`config.mk`:
```
export PLATFORM = sky130hd
export DESIGN_NAME = pasf_sample_store
export DESIGN_NICKNAME = d
export VERILOG_FILES = /design/src/design/pasf_pkg.sv /design/src/design/pasf_sample_store.sv
export SDC_FILE = /design/constraint.sdc
export NUM_CORES = 2
export LEC_CHECK = 0
export BUFFER_PORTS_ARGS = -buffer_cell sky130_fd_sc_hd__buf_4
export CAP_MARGIN = 20
export CORE_ASPECT_RATIO = 1.75
export CORE_UTILIZATION = 40
export DETAILED_ROUTE_END_ITERATION = 8
export SYNTH_ARGS = -nofsm -noshare
export SYNTH_HDL_FRONTEND = slang
export SYNTH_SLANG_ARGS = --single-unit
```
`constraint.sdc`:
```
create_clock -name clock -period 7.62 [get_ports clock]
set_clock_uncertainty 0.15 [all_clocks]
set_input_delay 1.524 -clock clock [delete_from_list [all_inputs] [get_ports clock]]
set_output_delay 1.524 -clock clock [all_outputs]
set_load 0.01 [all_outputs]
```
`src/design/pasf_pkg.sv`:
```
// Shared types and constants for the ping-pong audio sample feeder.
// No dependencies.
package pasf_pkg;

   localparam int ADDR_W      = 9;
   localparam int SAMPLE_W    = 8;
   localparam int REQ_TDATA_W = 24;
   localparam int REQ_TUSER_W = 2;
   localparam int RSP_TDATA_W = 24;
   // first unused bit of rsp_tdata
   localparam int RSP_PAD_LSB = 2 * SAMPLE_W + 2;

   typedef enum logic [1:0] {
      FUNC_TICK   = 2'd0,
      FUNC_WRITE  = 2'd1,
      FUNC_ACK    = 2'd2,
      FUNC_REWIND = 2'd3
   } func_type;

   typedef struct packed {
      func_type              func;
      logic [ADDR_W-1:0]     addr;
      logic [SAMPLE_W-1:0]   data;
      logic                  half;
   } item_type;

   typedef struct packed {
      logic wr_en;
      logic rd_en;
   } store_ctl_type;

endpackage

```
`src/design/pasf_sample_store.sv`:
```
// Sample byte store: one write port, two read ports with registered data.
// Depends on pasf_pkg.
module pasf_sample_store #(
   parameter int DEPTH = 512,
   parameter int AW    = 9
) (
   input  logic                           clock,
   input  pasf_pkg::store_ctl_type        ctl,
   input  logic [AW-1:0]                  wr_addr,
   input  logic [pasf_pkg::SAMPLE_W-1:0]  wr_data,
   input  logic [AW-1:0]                  rd_addr0,
   input  logic [AW-1:0]                  rd_addr1,
   output logic [pasf_pkg::SAMPLE_W-1:0]  rd_data0,
   output logic [pasf_pkg::SAMPLE_W-1:0]  rd_data1
);

   logic [pasf_pkg::SAMPLE_W-1:0] store_mem [DEPTH];
   logic [pasf_pkg::SAMPLE_W-1:0] rd_data0_ff;
   logic [pasf_pkg::SAMPLE_W-1:0] rd_data1_ff;

   always_ff @(posedge clock) begin
      if (ctl.wr_en) begin
         store_mem[wr_addr] <= wr_data;
      end
      if (ctl.rd_en) begin
         rd_data0_ff <= store_mem[rd_addr0];
         rd_data1_ff <= store_mem[rd_addr1];
      end
   end

   assign rd_data0 = rd_data0_ff;
   assign rd_data1 = rd_data1_ff;

endmodule

```
==> metrics <==
status=finished, final reports clean; Synth Cell Area=196000 sq um; Relative slew margins=7.54%; CTS buffer count=378; EDFF count, synth=4112; Reg clk slew, reported paths=0.07 ns; Starting Density=40.2%; reg2reg end=rd_data1[0]; asr flop ratio synth=0%; Reg-to-Reg Start=store_mem[332][0]; Setup violations, final=0; CP cell instances=buf_4 > and3b_1 > nand2_1 > buf_4 > o31ai_1 > a2111oi_1 > buf_4 > nand4_1 > nand4_1 > and4b_1; max incr delay on CP=1.00 ns; Slew Viols, Final=0; syn nets=11500; post-route ant nets=0; gr ovfl total=0; Synth cell types=79; yosys synthesis warning count=0; Port Buf Inserts=53; Worst Reg-to-Reg Cells=8; Worst EP arrival=6.90 ns; cells after synthesis=11500; synthesized flop and latch total=4112; wire per inst=41.5 um; crit path max fanout=21; PD cells=228 nW/um^2; Synth Flop Type=edfxtp_1; # H-tree levels=5; largest net degree at the start of global routing=210; layout cell share with drive strength beyond 1=21.4%; NumNets Final=11400; Clock Sinks=4112; TritonCTS clock tree=built; Starting DRT DRC Count=15500; Critical Path RT=8.23 ns; RSZ-0062 raised after global routing=false; drt pass-1 iters=8; maximum vdd drop=0.000242 V; Setup CP Type=in -> reg; Critical-path top delay cell=nand2_1; R2R Setup Slk=3.47 ns; die area=493000 sq um; Final TNS setup=0 ns; period utilization=82.6%; routability cong.=1.04; row count=339; fin area=216000 sq um; Post-route DRC=0; number of global-route vias before repair=125000; fill count=42100; first-pass GRT wire length=1030 mm; mean post-synth cell area=17.1 sq um; most frequent cell on the critical path=buf_4; initial antenna violation count=52; Hold Path Cell Cnt=1; Crit. End Element=flip-flop; Lkg Pwr=68.1 nW; DIE WIDTH=531 um; max-cap viol count=0; fmax=159 MHz; slew of the pin with the lowest slew margin=1.39 ns; fin crit period=6.29 ns; crit path launch type=input port; root buffer cell=clkbuf_16; Core Region=487000 sq um; Final Hold Viols=0; final wirelength=755 mm; type of the worst min-delay path=in -> reg; Hold Path Sink=store_mem[352][5]; sequential area share after synthesis=63.1%; I/O pin count=54; Post-CTS Setup Inserts=0; post-cts resize count=0; DP HPWL=514 mm; worst hold start=wr_data[5]; Die H=928 um; Area Overhead vs Synth=10.3%; total number of vias=122000; GR Util All Layers=30.3%; Final Util=44.3%; cts hold-fix bufs=0; area post-placement=203000 sq um; worst-case clock buffer depth=4; worst skew pair latency=1.03 ns; vias per cell=6.70; WHS=0.789 ns
-- cell usage after synthesis, types with 92 or more instances --
master | number | share of area (%)
mux4_2 | 1379 | 16
a21oi_1 | 284 | 0.73
o21ai_0 | 155 | 0.40
mux2i_1 | 1393 | 7.1
nor4_1 | 92 | 0.29
o221ai_1 | 511 | 2.3
edfxtp_1 | 4112 | 63
nor3_1 | 379 | 0.97
buf_6 | 160 | 0.92
a211oi_1 | 115 | 0.44
buf_2 | 152 | 0.39
nor2_1 | 679 | 1.3
clkbuf_1 | 426 | 0.82
nand2_1 | 285 | 0.55
o22ai_1 | 380 | 1.2
-- worst max-delay path: cells and delay by family --
kind                   cells  cell delay, ns
AND/OR/NAND/NOR            5            3.13
buffers and inverters      3            1.19
AO/OA/AOI/OAI              2            0.95
-- cells by family (layout without fill, tap and decap cells) --
| group | Yosys count | count (layout) | synth area share, % |
|---|---|---|---|
| flip-flops | 4112 | 4112 | 63.1 |
| multiplexers | 2780 | 2780 | 23.1 |
| AND/OR/NAND/NOR | 1823 | 1823 | 4.40 |
| AO/OA/AOI/OAI | 1775 | 1775 | 6.42 |
| buffers and inverters | 961 | 1180 | 3.06 |
| other | 0 | 34 | 0 |
-- cell type report --
type / instances / area [sq um] / area share, %
antenna: 34 / 85.1 / 0.0394
clock buffer: 445 / 9820 / 4.54
clock inverter: 233 / 2630 / 1.22
inverter: 7 / 51.3 / 0.0237
multi-input combinational: 6378 / 66800 / 30.9
sequential: 4112 / 123000 / 57.2
tap: 6479 / 8110 / 3.75
timing repair buffer: 495 / 5020 / 2.32
-- per-stage QoR --
stage                     setup WS [ns]  power [mW]  instances
final                              1.33        49.2      18200
after global routing               1.82        50.1      18200
after CTS                          1.72        49.2      18100
after detailed placement          0.689        29.7      17400
after global placement            0.106        29.7      17400
after floorplan                    3.72        27.8      11500
-- how the worst max path moves through the flow --
stage | cells past startpoint | to | slack (ns) | from
2_1_floorplan | 10 | rd_data0[2] | 3.72 | rd_addr0[0]
3_3_place_gp | 10 | rd_data1[6] | 0.11 | rd_addr1[2]
3_5_place_dp | 10 | rd_data0[2] | 0.69 | rd_addr0[5]
4_1_cts | 10 | rd_data0[2] | 1.72 | rd_addr0[5]
5_1_grt | 10 | rd_data0[2] | 1.82 | rd_addr0[5]
6_report | 10 | rd_data0[2] | 1.33 | rd_addr0[5]
-- state kept, by name, indices dropped and copies added (netlist names) --
| register | flops |
|---|---|
| store_mem | 4096 |
| rd_data1 | 8 |
| rd_data0 | 8 |
-- per-layer routing --
metal  up-vias  share of wire [%]  GRT usage, %
met5         -              0.016             0
met4        16                 12          31.4
met3      2209                7.6          5.73
met2      7451                 49          49.9
met1     63900                 31          31.5
li1      48200                  -             -
-- power by group --
part           switching (mW)  internal [mW]  leakage, nW
Combinational            2.98           1.40         25.1
Sequential             0.0386           24.9         37.0
Clock                    8.90           11.0         6.01
Total                    11.9           37.3         68.1
-- layout by cell type, fill, tap and decap left out, types with 150 or more instances in the layout --
cell,netlist,routed
o21ai_0,155,150
mux4_2,1379,1379
nand2_1,285,271
clkbuf_16,0,383
nor2_1,679,676
o221ai_1,511,511
nor3_1,379,373
a21oi_1,284,284
edfxtp_1,4112,4112
buf_4,90,357
o22ai_1,380,379
mux2i_1,1393,1393
Power figures use the tool's default switching activity.
